## config.mk

```make
export PLATFORM = sky130hd
export DESIGN_NAME = bms_self_test_sequencer
export DESIGN_NICKNAME = d
export VERILOG_FILES = /design/src/hw/rtl/bst_pkg.sv /design/src/hw/rtl/bst_step_logic.sv /design/src/hw/rtl/bms_self_test_sequencer.sv
export SDC_FILE = /design/constraint.sdc
export NUM_CORES = 1
export LEC_CHECK = 0
export BUFFER_PORTS_ARGS = -buffer_cell sky130_fd_sc_hd__buf_2
export CORE_MARGIN = 2
export CORE_UTILIZATION = 60
export CTS_CLUSTER_DIAMETER = 80
export DETAILED_ROUTE_END_ITERATION = 8
export GPL_ROUTABILITY_DRIVEN = 0
export HOLD_SLACK_MARGIN = 0.06
export PLACE_DENSITY = 0.86
export SYNTH_ARGS = -nofsm -noshare
export SYNTH_HDL_FRONTEND = slang
export SYNTH_SLANG_ARGS = --single-unit
```

## constraint.sdc

```tcl
create_clock -name clk_i -period 6.95 [get_ports clk_i]
set_input_delay 1.39 -clock clk_i [delete_from_list [all_inputs] [get_ports clk_i]]
set_output_delay 1.39 -clock clk_i [all_outputs]
set_load 0.005 [all_outputs]
```

## src/hw/rtl/bst_pkg.sv

```systemverilog
`default_nettype none

package bst_pkg;

  // largest channel count the polarity scan honors
  localparam int unsigned MAX_CHANNELS = 16;

  localparam int unsigned ADC_W      = 14;
  localparam int unsigned NUM_CH_W   = 5;
  localparam int unsigned STEP_W     = 3;
  localparam int unsigned TICK_W     = 6;
  localparam int unsigned CHAN_W     = 4;
  localparam int unsigned SCAN_CH_W  = TICK_W - 1;
  localparam int unsigned LAST_CH_W  = 6;

  localparam logic [NUM_CH_W-1:0] NUM_CHANNELS_RESET = NUM_CH_W'(16);

  // adc thresholds
  localparam logic signed [ADC_W-1:0] ADC_ZERO_LIM  = 14'sd5;
  localparam logic signed [ADC_W-1:0] ADC_FULL_SCALE = 14'sd8190;
  localparam logic signed [ADC_W-1:0] ADC_NEG_LIM   = -14'sd1000;
  localparam logic signed [ADC_W-1:0] ADC_OV_LIM    = 14'sd7500;

  // test steps
  localparam logic [STEP_W-1:0] STEP_ZERO  = 3'd0;
  localparam logic [STEP_W-1:0] STEP_SAT   = 3'd1;
  localparam logic [STEP_W-1:0] STEP_POL_A = 3'd2;
  localparam logic [STEP_W-1:0] STEP_POL_B = 3'd3;

  // ticks of interest inside the zero and saturation steps
  localparam logic [TICK_W-1:0] TICK_ARM      = 6'd0;
  localparam logic [TICK_W-1:0] TICK_ZERO_CHK = 6'd1;
  localparam logic [TICK_W-1:0] TICK_SAT_CHK  = 6'd2;
  localparam logic [TICK_W-1:0] TICK_SAT_SEL  = 6'd3;
  localparam logic [TICK_W-1:0] TICK_SAT_END  = 6'd5;

  localparam logic [CHAN_W-1:0] SAT_CHANNEL = 4'd1;

  typedef enum logic [1:0] {
    RC_ONGOING = 2'd0,
    RC_SUCCESS = 2'd1,
    RC_FAILED  = 2'd2,
    RC_DONE    = 2'd3
  } result_e;

  typedef enum logic [1:0] {
    BAL_NONE = 2'd0,
    BAL_OFF  = 2'd1,
    BAL_CHG  = 2'd2,
    BAL_DCHG = 2'd3
  } balance_e;

  typedef struct packed {
    logic [STEP_W-1:0] step;
    logic [TICK_W-1:0] tick;
    logic              over_voltage;
    logic              scan_done;
    logic [CHAN_W-1:0] fail_ch;
  } state_t;

  typedef struct packed {
    result_e           rc;
    logic [STEP_W-1:0] step_now;
    logic              sel;
    logic [CHAN_W-1:0] chan;
    logic              mux_off;
    balance_e          bal;
    logic              start;
    logic [CHAN_W-1:0] err_ch;
  } result_t;

endpackage

`default_nettype wire

```

## src/hw/rtl/bst_step_logic.sv

```systemverilog
`default_nettype none

module bst_step_logic (
  input  var bst_pkg::state_t                         state_i,
  input  wire logic signed [bst_pkg::ADC_W-1:0]       adc_i,
  input  wire logic [bst_pkg::NUM_CH_W-1:0]           num_channels_i,
  output bst_pkg::state_t                             state_o,
  output bst_pkg::result_t                            result_o
);

  localparam logic [bst_pkg::LAST_CH_W-1:0] MAX_CH =
    bst_pkg::LAST_CH_W'(bst_pkg::MAX_CHANNELS);

  logic [bst_pkg::LAST_CH_W-1:0] num_ext;
  logic [bst_pkg::LAST_CH_W-1:0] last_ch;
  logic [bst_pkg::SCAN_CH_W-1:0] scan_ch;
  bst_pkg::result_e              rc;
  bst_pkg::balance_e             bal;
  logic                          sel, mux_off, start;
  logic [bst_pkg::CHAN_W-1:0]    chan;
  logic                          ov_d, sc_d;
  logic [bst_pkg::CHAN_W-1:0]    fail_d;
  logic [bst_pkg::STEP_W-1:0]    step_d;
  logic [bst_pkg::TICK_W-1:0]    tick_d;

  // index of the last scanned channel, count clamped to one..max
  assign num_ext = bst_pkg::LAST_CH_W'(num_channels_i);
  always_comb begin
    if (num_ext == '0) begin
      last_ch = '0;
    end else if (num_ext > MAX_CH) begin
      last_ch = MAX_CH - 1'b1;
    end else begin
      last_ch = num_ext - 1'b1;
    end
  end

  assign scan_ch = state_i.tick[bst_pkg::TICK_W-1:1];

  always_comb begin
    rc      = bst_pkg::RC_ONGOING;
    bal     = bst_pkg::BAL_NONE;
    sel     = 1'b0;
    mux_off = 1'b0;
    start   = 1'b0;
    chan    = '0;
    ov_d    = state_i.over_voltage;
    sc_d    = state_i.scan_done;
    fail_d  = state_i.fail_ch;
    case (state_i.step)
      bst_pkg::STEP_ZERO: begin
        if (state_i.tick == bst_pkg::TICK_ARM) begin
          mux_off = 1'b1;
          bal     = bst_pkg::BAL_DCHG;
          start   = 1'b1;
        end else if (state_i.tick == bst_pkg::TICK_ZERO_CHK) begin
          rc = (adc_i > -bst_pkg::ADC_ZERO_LIM && adc_i < bst_pkg::ADC_ZERO_LIM)
             ? bst_pkg::RC_SUCCESS : bst_pkg::RC_FAILED;
        end
      end
      bst_pkg::STEP_SAT: begin
        if (state_i.tick == bst_pkg::TICK_ARM) begin
          mux_off = 1'b1;
          bal     = bst_pkg::BAL_CHG;
          start   = 1'b1;
        end else if (state_i.tick == bst_pkg::TICK_SAT_CHK) begin
          if (adc_i < bst_pkg::ADC_FULL_SCALE) rc = bst_pkg::RC_FAILED;
        end else if (state_i.tick == bst_pkg::TICK_SAT_SEL) begin
          sel     = 1'b1;
          chan    = bst_pkg::SAT_CHANNEL;
          mux_off = 1'b1;
          bal     = bst_pkg::BAL_CHG;
          start   = 1'b1;
        end else if (state_i.tick == bst_pkg::TICK_SAT_END) begin
          bal = bst_pkg::BAL_OFF;
          rc  = (adc_i < bst_pkg::ADC_FULL_SCALE) ? bst_pkg::RC_FAILED
                                                  : bst_pkg::RC_SUCCESS;
        end
      end
      bst_pkg::STEP_POL_A, bst_pkg::STEP_POL_B: begin
        if (state_i.over_voltage) begin
          rc = bst_pkg::RC_FAILED;
        end else if (state_i.scan_done) begin
          rc = bst_pkg::RC_SUCCESS;
        end else if (state_i.tick[0]) begin
          // odd tick: measure the selected cell
          mux_off = 1'b1;
          if (adc_i < bst_pkg::ADC_NEG_LIM) begin
            fail_d = scan_ch[bst_pkg::CHAN_W-1:0];
            rc     = bst_pkg::RC_FAILED;
          end else if (adc_i > bst_pkg::ADC_OV_LIM) begin
            ov_d   = 1'b1;
            fail_d = scan_ch[bst_pkg::CHAN_W-1:0];
            rc     = bst_pkg::RC_SUCCESS;
          end else if (bst_pkg::LAST_CH_W'(scan_ch) >= last_ch) begin
            sc_d = 1'b1;
            rc   = bst_pkg::RC_SUCCESS;
          end
        end else begin
          // even tick: select the cell and convert
          sel   = 1'b1;
          chan  = scan_ch[bst_pkg::CHAN_W-1:0];
          start = 1'b1;
        end
      end
      default: begin
        rc = bst_pkg::RC_DONE;
      end
    endcase
  end

  always_comb begin
    step_d = state_i.step;
    tick_d = state_i.tick;
    if (rc == bst_pkg::RC_SUCCESS) begin
      step_d = state_i.step + 1'b1;
      tick_d = '0;
    end else if (rc == bst_pkg::RC_ONGOING) begin
      tick_d = state_i.tick + 1'b1;
    end
  end

  assign state_o.step         = step_d;
  assign state_o.tick         = tick_d;
  assign state_o.over_voltage = ov_d;
  assign state_o.scan_done    = sc_d;
  assign state_o.fail_ch      = fail_d;

  assign result_o.rc       = rc;
  assign result_o.step_now = step_d;
  assign result_o.sel      = sel;
  assign result_o.chan     = chan;
  assign result_o.mux_off  = mux_off;
  assign result_o.bal      = bal;
  assign result_o.start    = start;
  assign result_o.err_ch   = fail_d;

endmodule

`default_nettype wire

```

## src/hw/rtl/bms_self_test_sequencer.sv

```systemverilog
`default_nettype none

// channel   direction  handshake                 payload
// in        in         in_valid_i / in_stall_o   adc_sample_i
// out       out        out_valid_o / out_stall_i result_code_o .. error_channel_o
// cfg       in         cfg_valid_i / cfg_ready_o cfg_num_channels_i
//
// one item per clock sustained while out_stall_i is low; an accepted item passes through
// the input register, then the step decode and state update into the result register
// rst_ni clears the valids, the test state and the channel count (back to 16)
// out_stall_i holds a valid result register and, once the input register is full,
// raises in_stall_o in the same cycle; the config port is always ready

module bms_self_test_sequencer (
  input  wire logic                                clk_i,
  input  wire logic                                rst_ni,
  // config write
  input  wire logic                                cfg_valid_i,
  output logic                                     cfg_ready_o,
  input  wire logic [bst_pkg::NUM_CH_W-1:0]        cfg_num_channels_i,
  // adc item in
  input  wire logic                                in_valid_i,
  output logic                                     in_stall_o,
  input  wire logic signed [bst_pkg::ADC_W-1:0]    adc_sample_i,
  // result item out
  output logic                                     out_valid_o,
  input  wire logic                                out_stall_i,
  output logic [1:0]                               result_code_o,
  output logic [bst_pkg::STEP_W-1:0]               step_now_o,
  output logic                                     select_enable_o,
  output logic [bst_pkg::CHAN_W-1:0]               channel_index_o,
  output logic                                     mux_off_cmd_o,
  output logic [1:0]                               balance_cmd_o,
  output logic                                     start_conversion_o,
  output logic [bst_pkg::CHAN_W-1:0]               error_channel_o
);

  logic                             in_valid_q;
  logic signed [bst_pkg::ADC_W-1:0] adc_q;
  logic [bst_pkg::NUM_CH_W-1:0]     num_ch_q;
  bst_pkg::state_t                  state_q, state_d;
  bst_pkg::result_t                 res_q, res_d;
  logic                             out_valid_q;
  logic                             out_busy;
  logic                             advance;

  // result register cannot take a new item while its item is stalled
  assign out_busy    = out_valid_q && out_stall_i;
  assign advance     = in_valid_q && !out_busy;
  assign in_stall_o  = in_valid_q && out_busy;
  assign cfg_ready_o = 1'b1;

  // channel count register
  always_ff @(posedge clk_i or negedge rst_ni) begin
    if (!rst_ni) begin
      num_ch_q <= bst_pkg::NUM_CHANNELS_RESET;
    end else if (cfg_valid_i) begin
      num_ch_q <= cfg_num_channels_i;
    end
  end

  // input register
  always_ff @(posedge clk_i or negedge rst_ni) begin
    if (!rst_ni) begin
      in_valid_q <= 1'b0;
    end else if (!in_stall_o) begin
      in_valid_q <= in_valid_i;
    end
  end

  always_ff @(posedge clk_i) begin
    if (!in_stall_o && in_valid_i) begin
      adc_q <= adc_sample_i;
    end
  end

  // step decode on the registered sample
  bst_step_logic u_step (
    .state_i        (state_q),
    .adc_i          (adc_q),
    .num_channels_i (num_ch_q),
    .state_o        (state_d),
    .result_o       (res_d)
  );

  // test state moves only when its item goes into the result register
  always_ff @(posedge clk_i or negedge rst_ni) begin
    if (!rst_ni) begin
      state_q     <= '0;
      out_valid_q <= 1'b0;
    end else if (advance) begin
      state_q     <= state_d;
      out_valid_q <= 1'b1;
    end else if (!out_stall_i) begin
      out_valid_q <= 1'b0;
    end
  end

  always_ff @(posedge clk_i) begin
    if (advance) begin
      res_q <= res_d;
    end
  end

  assign out_valid_o        = out_valid_q;
  assign result_code_o      = res_q.rc;
  assign step_now_o         = res_q.step_now;
  assign select_enable_o    = res_q.sel;
  assign channel_index_o    = res_q.chan;
  assign mux_off_cmd_o      = res_q.mux_off;
  assign balance_cmd_o      = res_q.bal;
  assign start_conversion_o = res_q.start;
  assign error_channel_o    = res_q.err_ch;

endmodule

`default_nettype wire
```

Word-level counts from Yosys, hierarchy flattened
Cells that the tools add are included.
{"block": "classes", "magnitude_cmp": 7, "add_sub_neg": 3, "mux": 66, "eq_ne": 9, "bitwise_logic": 1, "n_reduce_logical": 16}
{"operator": "$mux W4", "n": 11}
{"operator": "$mux W2", "n": 18}
{"operator": "$mux W1", "n": 26}
{"operator": "$mux W6", "n": 4}
{"operator": "$gt A14 B14 Y1 const B", "n": 1}
{"operator": "$gt A14 B4 Y1 const B", "n": 1}
{"operator": "$lt A14 B11 Y1 const B", "n": 1}
{"operator": "$lt A14 B14 Y1 const B", "n": 1}
{"operator": "$lt A14 B4 Y1 const B", "n": 1}
{"operator": "$eq A6 B2 Y1 const B", "n": 2}
{"operator": "$logic_not A6 Y1", "n": 2}
{"operator": "$pmux W4 S2", "n": 1}
{"operator": "$add A6 B1 Y6 const B", "n": 1}
{"operator": "$eq A3 B2 Y1 const B", "n": 2}
{"operator": "$eq A6 B1 Y1 const B", "n": 1}
{"operator": "$eq A6 B3 Y1 const B", "n": 1}
{"operator": "$ge A5 B6 Y1", "n": 1}
{"operator": "$pmux W1 S3", "n": 2}
{"operator": "$pmux W2 S3", "n": 1}
{"operator": "$sub A5 B1 Y6 const B", "n": 1}
{"operator": "$gt A5 B5 Y1 const B", "n": 1}
{"operator": "$logic_and A1 B1 Y1", "n": 5}
{"operator": "$pmux W2 S2", "n": 1}
{"operator": "$reduce_and A2 Y1", "n": 2}
{"operator": "other kinds (13)", "n": 14}
{"block": "totals", "out_inout_bits": 21, "word_cells": 119, "reg_bits": 54}

Logic depth before layout (Yosys ltp)
Gate-level depths: netlist of the first run.
{"block": "logic_depth", "word_depth": 14, "ltp_mapped": 14, "mapped_depth_nobuf": 14}

By module
From an unflattened synthesis of the first run, not the netlist that was laid out.
{"block": "hier_totals", "hier_cells": 252, "area_unflattened_um2": 3030.4}
{"module": "bms_self_test_sequencer", "area_per_inst_um2": 1851.8, "cells_each": 83, "instances": 1}
{"module": "bst_step_logic", "area_per_inst_um2": 1178.6, "cells_each": 169, "instances": 1}

Least setup slack after synthesis of the first run
OpenSTA, ideal clock, no wires.
{"block": "synth_path", "kind": "input to output", "start": "input port out_stall_i", "end": "output port in_stall_o", "n_path_buf": 0, "path_slack_ns": 4.016, "stages": 2, "t_required_ns": 5.560, "arrival_time_ns": 1.544, "cell_sequence": "nand3_1 -> inv_1"}
{"block": "synth_via", "elab_chain_cells": 2}
{"item": "from (decl)", "line": "bms_self_test_sequencer.sv:27", "source": "input wire logic out_stall_i,"}
{"item": "$logic_and A1 B1 Y1", "line": "bms_self_test_sequencer.sv:48", "source": "assign out_busy = out_valid_q && out_stall_i;"}
{"item": "$logic_and A1 B1 Y1", "line": "bms_self_test_sequencer.sv:50", "source": "assign in_stall_o = in_valid_q && out_busy;"}
{"item": "to (decl)", "line": "bms_self_test_sequencer.sv:23", "source": "output logic in_stall_o,"}
Every way passes these cells.

==> results.cfg, run 1 <==
[sta]
finClkSkew_ns = 0.0104
fmax_ghz = 0.312
tightestPinTransition_ns = 0.778
slew_violations = 0
fin_tns_setup_ns = 0
hold_viol = 0
setup_viol = 0
holdWs_ns = 0.484
slew_headroom = 0.481
min_period_ns = 3.20
rsz0062_at_grt = no
finalCritPeriodShare = 0.461

[layout]
fin_util = 0.710
insertedDiodeCount = 0
area_growth_pct = 13.5
drive_gt1_frac = 0.237
num-nets-final = 329

[routing]
wl_met2_um = 2500
ant_nets = 0
vias = 2023
drc = 0
viasPerCell = 5.90
first_iter_violations = 155
firstDrtPassIters = 7
totalWireLength_um = 4870
dr.max_layer_used = met4
routed-wl-met3_um = 264
wl_per_cell_um = 14.2
met1_length_um = 2020

[synthesis]
synth_edf_count = 32
ys_seq_elements = 54
syn_inst = 244
netlist.area_leader.share = 0.350
syn_avg_cell_area_sq_um = 11.2
synthArstFlopShare = 0.407
syn-cell-area_sq_um = 2740
synthTopCellsByCount = edfxtp_1, dfrtp_1, nand2_1, nor2_1, inv_1
synth_area_leaders = edfxtp_1, dfrtp_1, ha_1
synth_area_leader_cell = edfxtp_1
synth_cell_type_count = 52
ys.flop_type = edfxtp_1
synth_warnings = 0
yosysMostFrequentCell = edfxtp_1
yosysSeqAreaShare = 0.552

[setup_path]
r2r-start = num_ch_q[0]$_DFFE_PN0P_
crit_path_start_kind = register
cp.required_ns = 7.01
critPathCapture = step_now_o[0]$_DFFE_PP_
worstPathCellList = inv_1 > ha_1 > nor3b_1 > maj3_1 > ha_1 > nand2_1 > o21ai_0 > a31oi_1 > o21ai_2 > a211oi_4 > nor2_1 > xnor2_1
critical-path-top-delay-family = compound AO/OA/AOI/OAI gates
crit_fanout = 10
worstSetupPathType = reg2reg
rr_worst_depth = 12
timing.rr.end = step_now_o[0]$_DFFE_PP_
critPathBufInv = 1
cpPeakStageDelay_ns = 0.53
setup.worst_path.start = num_ch_q[0]$_DFFE_PN0P_
crit_slowest_cell = a211oi_4
reg2reg_slack_ns = 3.75
critPathCaptureType = register
path_depth = 12
worst_ep_arrival_time_ns = 3.26
cpMostUsedCell = ha_1

[clock_tree]
root_buffer = clkbuf_8
cts.sinks = 54
clkTransAtPathRegs_ns = 0.10
tritoncts = yes
post-cts-setup-buffers = 0
cts_buffers = 5
clock_latency_ns = 0.31
cts_resized = 0
hold_buffers = 0
cts_buffer_depth = 2
htreeDepth = 2

[floorplanning]
die_w_um = 71.6
die_y_um = 71.6
rows = 24
die_area_sq_um = 5130
initial_utilization = 0.626
coreArea_sq_um = 4380
io_pins = 45

[min_path]
hold_class = reg2reg

[global_routing]
antenna_found_initial = 0
grt_overflow = 0
grt_pass1_vias = 1892
grt_first_pass_wirelength_um = 8300
grt_max_degree = 23
grt_util_all_layers = 0.211

[power_and_ir_drop]
vdd_ir_drop_max_v = 0.000169
p_leak_nw = 1.31
pwr_density_cell_nw_per_um2 = 199

[placed_design]
portBuffers = 43
dp_hpwl_um = 3610

[run_status]
run_status = completed

[job]
drv_cap = 0
## logic make-up (layout without fill, tap and decap cells)
| logic type | after synthesis | in the layout | share of synthesized area |
|---|---|---|---|
| and+or+nand+nor | 84 | 84 | 0.152 |
| AOI/OAI and AO/OA | 54 | 54 | 0.144 |
| DFF | 54 | 54 | 0.552 |
| buffers and inverters | 24 | 70 | 0.0351 |
| adders and majority gates | 16 | 16 | 0.0721 |
| muxes | 9 | 9 | 0.0374 |
| xor gates and xnor gates | 2 | 2 | 0.00639 |
| other | 1 | 2 | 0.00137 |
## sequential cells by signal, summed over array words and instances (netlist names), 2 cells and up
register / cells
channel_index_o: 4
result_code_o: 2
adc_q: 14
balance_cmd_o: 2
state_q: 15
num_ch_q: 5
step_now_o: 3
error_channel_o: 4
## stage by stage
step                power [W]  setup WS (ns)  cell area, sq um  cells
floorplan            0.000400           4.02              2750    245
global placement     0.000419           3.54              3000    335
detailed placement   0.000421           3.47              3000    335
CTS                  0.000624           3.74              3110    343
global route         0.000647           3.49              3110    343
finish               0.000620           3.75              3110    343
## worst register-to-register path, stage by stage (launching register included)
cell,delay [ns]
dfrtp_1,0.38
inv_1,0.10
ha_1,0.26
nor3b_1,0.17
maj3_1,0.37
ha_1,0.27
nand2_1,0.06
o21ai_0,0.08
a31oi_1,0.25
o21ai_2,0.12
a211oi_4,0.53
nor2_1,0.20
xnor2_1,0.16
## placed cells by master (no fill, tap or decap), types with 2 or more instances in the layout
cell       Yosys  routed
a22oi_1        3       3
mux2i_1        2       2
ha_1          15      15
xnor2_1        2       2
conb_1         1       2
o21a_1         2       2
a31oi_1        3       3
and2_1         4       4
inv_1         18      18
nand3_1        9       9
o21ai_0       14      14
nand4_1        3       3
o22ai_1        3       3
a21o_1         3       3
dfrtp_1       21      21
nand2_1       21      21
nand2b_1       4       4
a41oi_1        2       2
edfxtp_1      32      32
o2bb2ai_1      2       2
nor2_1        21      21
nor2b_1        3       3
nor4_1         8       8
a211oi_1       2       2
buf_2          2      43
nor3_1         4       4
mux2_2         6       6
clkbuf_8       0       5
a21oi_1        9       9
## worst min-delay path by stage
stage | startpoint | endpoint | depth (start not counted)
detailed placement | state_q[0]$_DFFE_PN0P_ | state_q[0]$_DFFE_PN0P_ | 2
floorplan | state_q[0]$_DFFE_PN0P_ | state_q[0]$_DFFE_PN0P_ | 2
finish | state_q[0]$_DFFE_PN0P_ | state_q[0]$_DFFE_PN0P_ | 2
global route | state_q[0]$_DFFE_PN0P_ | state_q[0]$_DFFE_PN0P_ | 2
global placement | state_q[1]$_DFFE_PN0P_ | state_q[1]$_DFFE_PN0P_ | 2
CTS | state_q[0]$_DFFE_PN0P_ | state_q[0]$_DFFE_PN0P_ | 2
## cell type report
class	instances	area, sq um
sequential	54	1510
fill	319	1270
multi-input combinational	167	1140
timing repair buffer	43	215
clock buffer	6	72.6
inverter	19	71.3
tap	52	65.1
clock inverter	2	37.5
## report_power, final
| group | switching (W) | internal, W | leakage [nW] |
|---|---|---|---|
| Sequential | 0.00000922 | 0.000356 | 0.571 |
| Clock | 0.0000984 | 0.000108 | 0.0514 |
| Combinational | 0.0000279 | 0.0000204 | 0.689 |
| Total | 0.000135 | 0.000484 | 1.31 |
## metal layers
metal / up-vias / GRT usage
met3: 9 / 0.0394
li1: 983 / -
met2: 86 / 0.355
met1: 945 / 0.264
met4: 0 / 0.103
met5: - / 0
Power figures use the tool's default switching activity.
==> inputs of run 2 (changes only) <==
CORE_UTILIZATION = 56   (was 60)
PLACE_DENSITY = 0.81   (was 0.86)
clock period = 3 ns   (was 6.95 ns; I/O delays follow)
==> results.cfg, run 2 (synthesized netlist as in run 1, its figures left out) <==
[layout]
seq_area_sq_um = 1510
fin_cells = 365
multiInputGateArea_sq_um = 1150
fillers = 374
drive_gt1_frac = 0.262
num-nets-final = 336
final_common_cell = buf_2
insertedDiodeCount = 0
top_register = state_q
area_growth_pct = 16.0
largest_reg_flops = 15
final_cell_mix = buf_2, edfxtp_1, nor2_1, nand2_1, dfrtp_1
reg.largest.list = state_q: 15 flops, adc_q: 14 flops, num_ch_q: 5 flops

[setup_path]
reg2reg_slack_ns = 0.16
crit_path_start_kind = register
rr_worst_depth = 13
critPathCaptureType = register
timing.rr.end = state_q[13]$_DFFE_PN0P_
cp.required_ns = 3.20
worstSetupPathType = reg2reg
crit_fanout = 5
worst_ep_arrival_time_ns = 3.04
r2r-start = num_ch_q[1]$_DFFE_PN0P_

[sta]
slew_headroom = 0.641
tightestPinTransition_ns = 0.534
hold_viol = 0
slew_violations = 0
min_period_ns = 2.84
fmax_ghz = 0.352
finalCritPeriodShare = 0.947
setup_viol = 0
finClkSkew_ns = 0.00678
holdWs_ns = 0.261
rsz0062_at_grt = no

[routing]
first_iter_violations = 163
viasPerCell = 5.47
totalWireLength_um = 4930
firstDrtPassIters = 4
ant_nets = 0
drc = 0
wl_per_cell_um = 13.5
vias = 1997

[power_and_ir_drop]
power_frac_seq = 0.624
p_int_w = 0.00104
pwr_density_cell_nw_per_um2 = 426
p_leak_nw = 1.34
clockPowerShare = 0.286
p_sw_w = 0.000312
vdd_ir_drop_max_v = 0.000370
netSwitchingFraction = 0.230
combPwrFrac = 0.090

[global_routing]
antenna_found_initial = 0
grt_util_all_layers = 0.194
grt_pass1_vias = 1817
grt_first_pass_wirelength_um = 8090
grt_max_degree = 23
grt_overflow = 0

[placed_design]
portBuffers = 43
dp_hpwl_um = 3690
dp_cells = 354

[floorplanning]
coreArea_sq_um = 4720
io_pins = 45
die_area_sq_um = 5470
die_y_um = 74.0
rows = 25
die_w_um = 74.0
initial_utilization = 0.581

[run_status]
run_status = completed

[clock_tree]
root_buffer = clkbuf_8
tritoncts = yes
htreeDepth = 2
cts_buffer_depth = 2
clock_latency_ns = 0.30
cts.sinks = 54
cts_buffers = 5
hold_buffers = 0
clkTransAtPathRegs_ns = 0.09

[min_path]
hold_class = in2async

[job]
drv_cap = 0
## run 2: changes by cell type in the layout (fill, tap and decap cells not counted), sizes merged
cell    delta
buf        +7
bufinv     -1
clkbuf     +1
## run 2: worst max-delay path by stage
stage                                  startpoint                 endpoint  slack, ns  cells past startpoint
after global routing      num_ch_q[1]$_DFFE_PN0P_  state_q[13]$_DFFE_PN0P_      0.003                     13
after floorplan           num_ch_q[0]$_DFFE_PN0P_  step_now_o[0]$_DFFE_PP_       0.15                     12
after global placement    num_ch_q[0]$_DFFE_PN0P_   state_q[8]$_DFFE_PN0P_       0.13                     13
after CTS                 num_ch_q[0]$_DFFE_PN0P_  state_q[13]$_DFFE_PN0P_       0.01                     13
after detailed placement  num_ch_q[0]$_DFFE_PN0P_   state_q[8]$_DFFE_PN0P_      -0.02                     13
final                     num_ch_q[1]$_DFFE_PN0P_  state_q[13]$_DFFE_PN0P_       0.16                     13
## run 2: timing repair
action / CTS / global route
pin swaps: 1 / 3
endpoints found under the hold margin: 0 / 0
endpoints found under the setup margin: 2 / 11
buffers inserted: 1 / 2
resized for setup: 1 / 5
## run 2: cell type report
class / instances / area share
clock inverter: 1 / 0.00236
timing repair buffer: 50 / 0.0865
tap: 67 / 0.0263
inverter: 19 / 0.0224
clock buffer: 7 / 0.0240
multi-input combinational: 167 / 0.363
sequential: 54 / 0.475
## run 2: worst max-delay path, stage by stage (launching register included)
cell	delay, ns
dfrtp_1	0.37
inv_1	0.10
ha_4	0.18
nor3b_2	0.16
maj3_1	0.36
ha_1	0.28
nand2_1	0.06
o21ai_0	0.06
a31oi_1	0.26
o21ai_2	0.11
a211oi_4	0.30
buf_6	0.15
nor2_4	0.04
mux2_4	0.29
## run 2: per-layer routing
metal | vias to the layer above | global-route usage | wire length, um
met4 | 0 | 0.0626 | 65
met3 | 7 | 0.0420 | 191
li1 | 1002 | - | -
met1 | 939 | 0.251 | 2240
met5 | - | 0 | 0
met2 | 49 | 0.327 | 2430
## run 2: power groups by stage
stage	registers, W	clock network [W]	logic, W
6_report	0.000846	0.000388	0.000121
5_1_grt	0.000850	0.000425	0.000138
4_1_cts	0.000847	0.000396	0.000117
3_5_place_dp	0.000862	0	0.000116
3_3_place_gp	0.000860	0	0.000112
2_1_floorplan	0.000860	0	0.0000659
## run 2: through the flow
step           total power (W)  area [sq um]  utilization  setup slack, ns  TNS [ns]
2_1_floorplan         0.000926          2750            -            0.153         0
3_3_place_gp          0.000973          3050        0.646            0.130         0
3_5_place_dp          0.000978          3050        0.646          -0.0196   -0.0196
4_1_cts                0.00136          3150        0.666          0.00987         0
5_1_grt                0.00141          3180        0.674          0.00288         0
6_report               0.00136          3180        0.674            0.159         0
==> inputs of run 3 (changes only) <==
CORE_UTILIZATION = 40   (was 56)
PLACE_DENSITY = 0.62   (was 0.81)
==> results.cfg, run 3 (synthesized netlist as in run 1, its figures left out) <==
[run_status]
run_status = completed

[sta]
slew_violations = 0
finClkSkew_ns = 0.0111
finalCritPeriodShare = 0.941
min_period_ns = 2.82
holdWs_ns = 0.254
hold_viol = 0
fin_tns_setup_ns = 0
tightestPinTransition_ns = 0.583
fmax_ghz = 0.354
setup_viol = 0
slew_headroom = 0.608

[clock_tree]
clock_latency_ns = 0.31
cts.sinks = 54
htreeDepth = 2
tritoncts = yes
clkTransAtPathRegs_ns = 0.10
cts_buffer_depth = 2
root_buffer = clkbuf_8
cts_buffers = 5

[layout]
largest_reg_flops = 15
fillers = 640
top_register = state_q
final_common_cell = buf_2
drive_gt1_frac = 0.275
insertedDiodeCount = 0
area_growth_pct = 17.5
final_cell_mix = buf_2, edfxtp_1, nor2_1, nand2_1, dfrtp_1
num-nets-final = 340
reg.largest.list = state_q: 15 flops, adc_q: 14 flops, num_ch_q: 5 flops

[global_routing]
grt_pass1_vias = 1898
antenna_found_initial = 0
grt_first_pass_wirelength_um = 8490
grt_util_all_layers = 0.142
grt_overflow = 0
grt_max_degree = 23

[placed_design]
dp_hpwl_um = 3760
portBuffers = 43

[setup_path]
worst_ep_arrival_time_ns = 3.03
setup.worst_path.start = num_ch_q[0]$_DFFE_PN0P_
crit_fanout = 5
r2r-start = num_ch_q[0]$_DFFE_PN0P_
critPathCaptureType = register
worstSetupPathType = reg2reg
cp.required_ns = 3.20
crit_path_start_kind = register

[power_and_ir_drop]
pwr_density_cell_nw_per_um2 = 423
p_int_w = 0.00104
vdd_ir_drop_max_v = 0.000245
power_frac_seq = 0.620
p_leak_nw = 1.36
netSwitchingFraction = 0.237
clockPowerShare = 0.290
combPwrFrac = 0.090
p_sw_w = 0.000323

[floorplanning]
io_pins = 45
die_area_sq_um = 7540
die_w_um = 86.8
initial_utilization = 0.408
rows = 30
coreArea_sq_um = 6720
die_y_um = 86.8

[min_path]
hold_class = in2async

[routing]
viasPerCell = 5.22
totalWireLength_um = 5080
wl_per_cell_um = 13.3
first_iter_violations = 123
vias = 1995
drc = 0
ant_nets = 0
firstDrtPassIters = 4

[job]
drv_cap = 0
-- run 3: per-layer routing --
| layer | part of all wire | routed length, um | GRT usage |
|---|---|---|---|
| met1 | 0.47 | 2380 | 0.187 |
| met2 | 0.46 | 2350 | 0.234 |
| met5 | 0 | 0 | 0 |
| met4 | 0.016 | 83 | 0.0426 |
| met3 | 0.052 | 265 | 0.0333 |
-- run 3: repair_timing --
item                       in CTS  in global routing
setup endpoints to repair       0                 10
buffers inserted                0                  5
resized for setup               0                  6
hold buffers                    0                  0
-- run 3: stage by stage --
step | std cells | setup slack [ns] | power [W] | utilization | instance area (sq um)
after CTS | 376 | 0.0641 | 0.00137 | 0.470 | 3160
after floorplan | 245 | 0.153 | 0.000926 | - | 2750
after global routing | 382 | -0.0174 | 0.00142 | 0.480 | 3220
after global placement | 368 | 0.171 | 0.000975 | 0.458 | 3070
final | 382 | 0.176 | 0.00136 | 0.480 | 3220
after detailed placement | 368 | 0.0784 | 0.000977 | 0.458 | 3070
-- run 3: cell type report --
type	count	area, sq um	share of cell area
multi-input combinational	167	1150	0.358
clock inverter	3	16.3	0.00505
clock buffer	5	68.8	0.0214
tap	80	100	0.0311
sequential	54	1510	0.469
inverter	19	71.3	0.0221
timing repair buffer	54	299	0.0928
-- run 3: power by group through the flow --
stage,Combinational [W],Clock (W),Sequential [W]
floorplan,0.0000659,0,0.000860
global placement,0.000114,0,0.000861
detailed placement,0.000116,0,0.000861
CTS,0.000116,0.000410,0.000845
global route,0.000142,0.000431,0.000851
finish,0.000122,0.000395,0.000846
-- run 3: worst max-delay path: stages (launching register included) --
cell and delay [ns]:
dfrtp_1 0.38, inv_2 0.07, ha_4 0.17, nor3b_2 0.16, maj3_1 0.36, ha_1 0.28, nand2_1 0.06, o21ai_0 0.06
a31oi_1 0.27, o21ai_2 0.10, a211oi_4 0.28, buf_6 0.17, nor2_4 0.06, mux2_4 0.31
-- run 3: worst paths after layout --
kind / slack, ns / to / cells past startpoint
min in group clk_i: 0.47 / adc_q[3]$_DFFE_PP_ / 1
max reg2reg: 0.18 / state_q[13]$_DFFE_PN0P_ / 13
max: 0.18 / state_q[13]$_DFFE_PN0P_ / 13
max in group asynchronous: 2.37 / num_ch_q[4]$_DFFE_PN1P_ / 1
min reg2reg: 0.49 / state_q[3]$_DFFE_PN0P_ / 2
min: 0.25 / state_q[2]$_DFFE_PN0P_ / 1
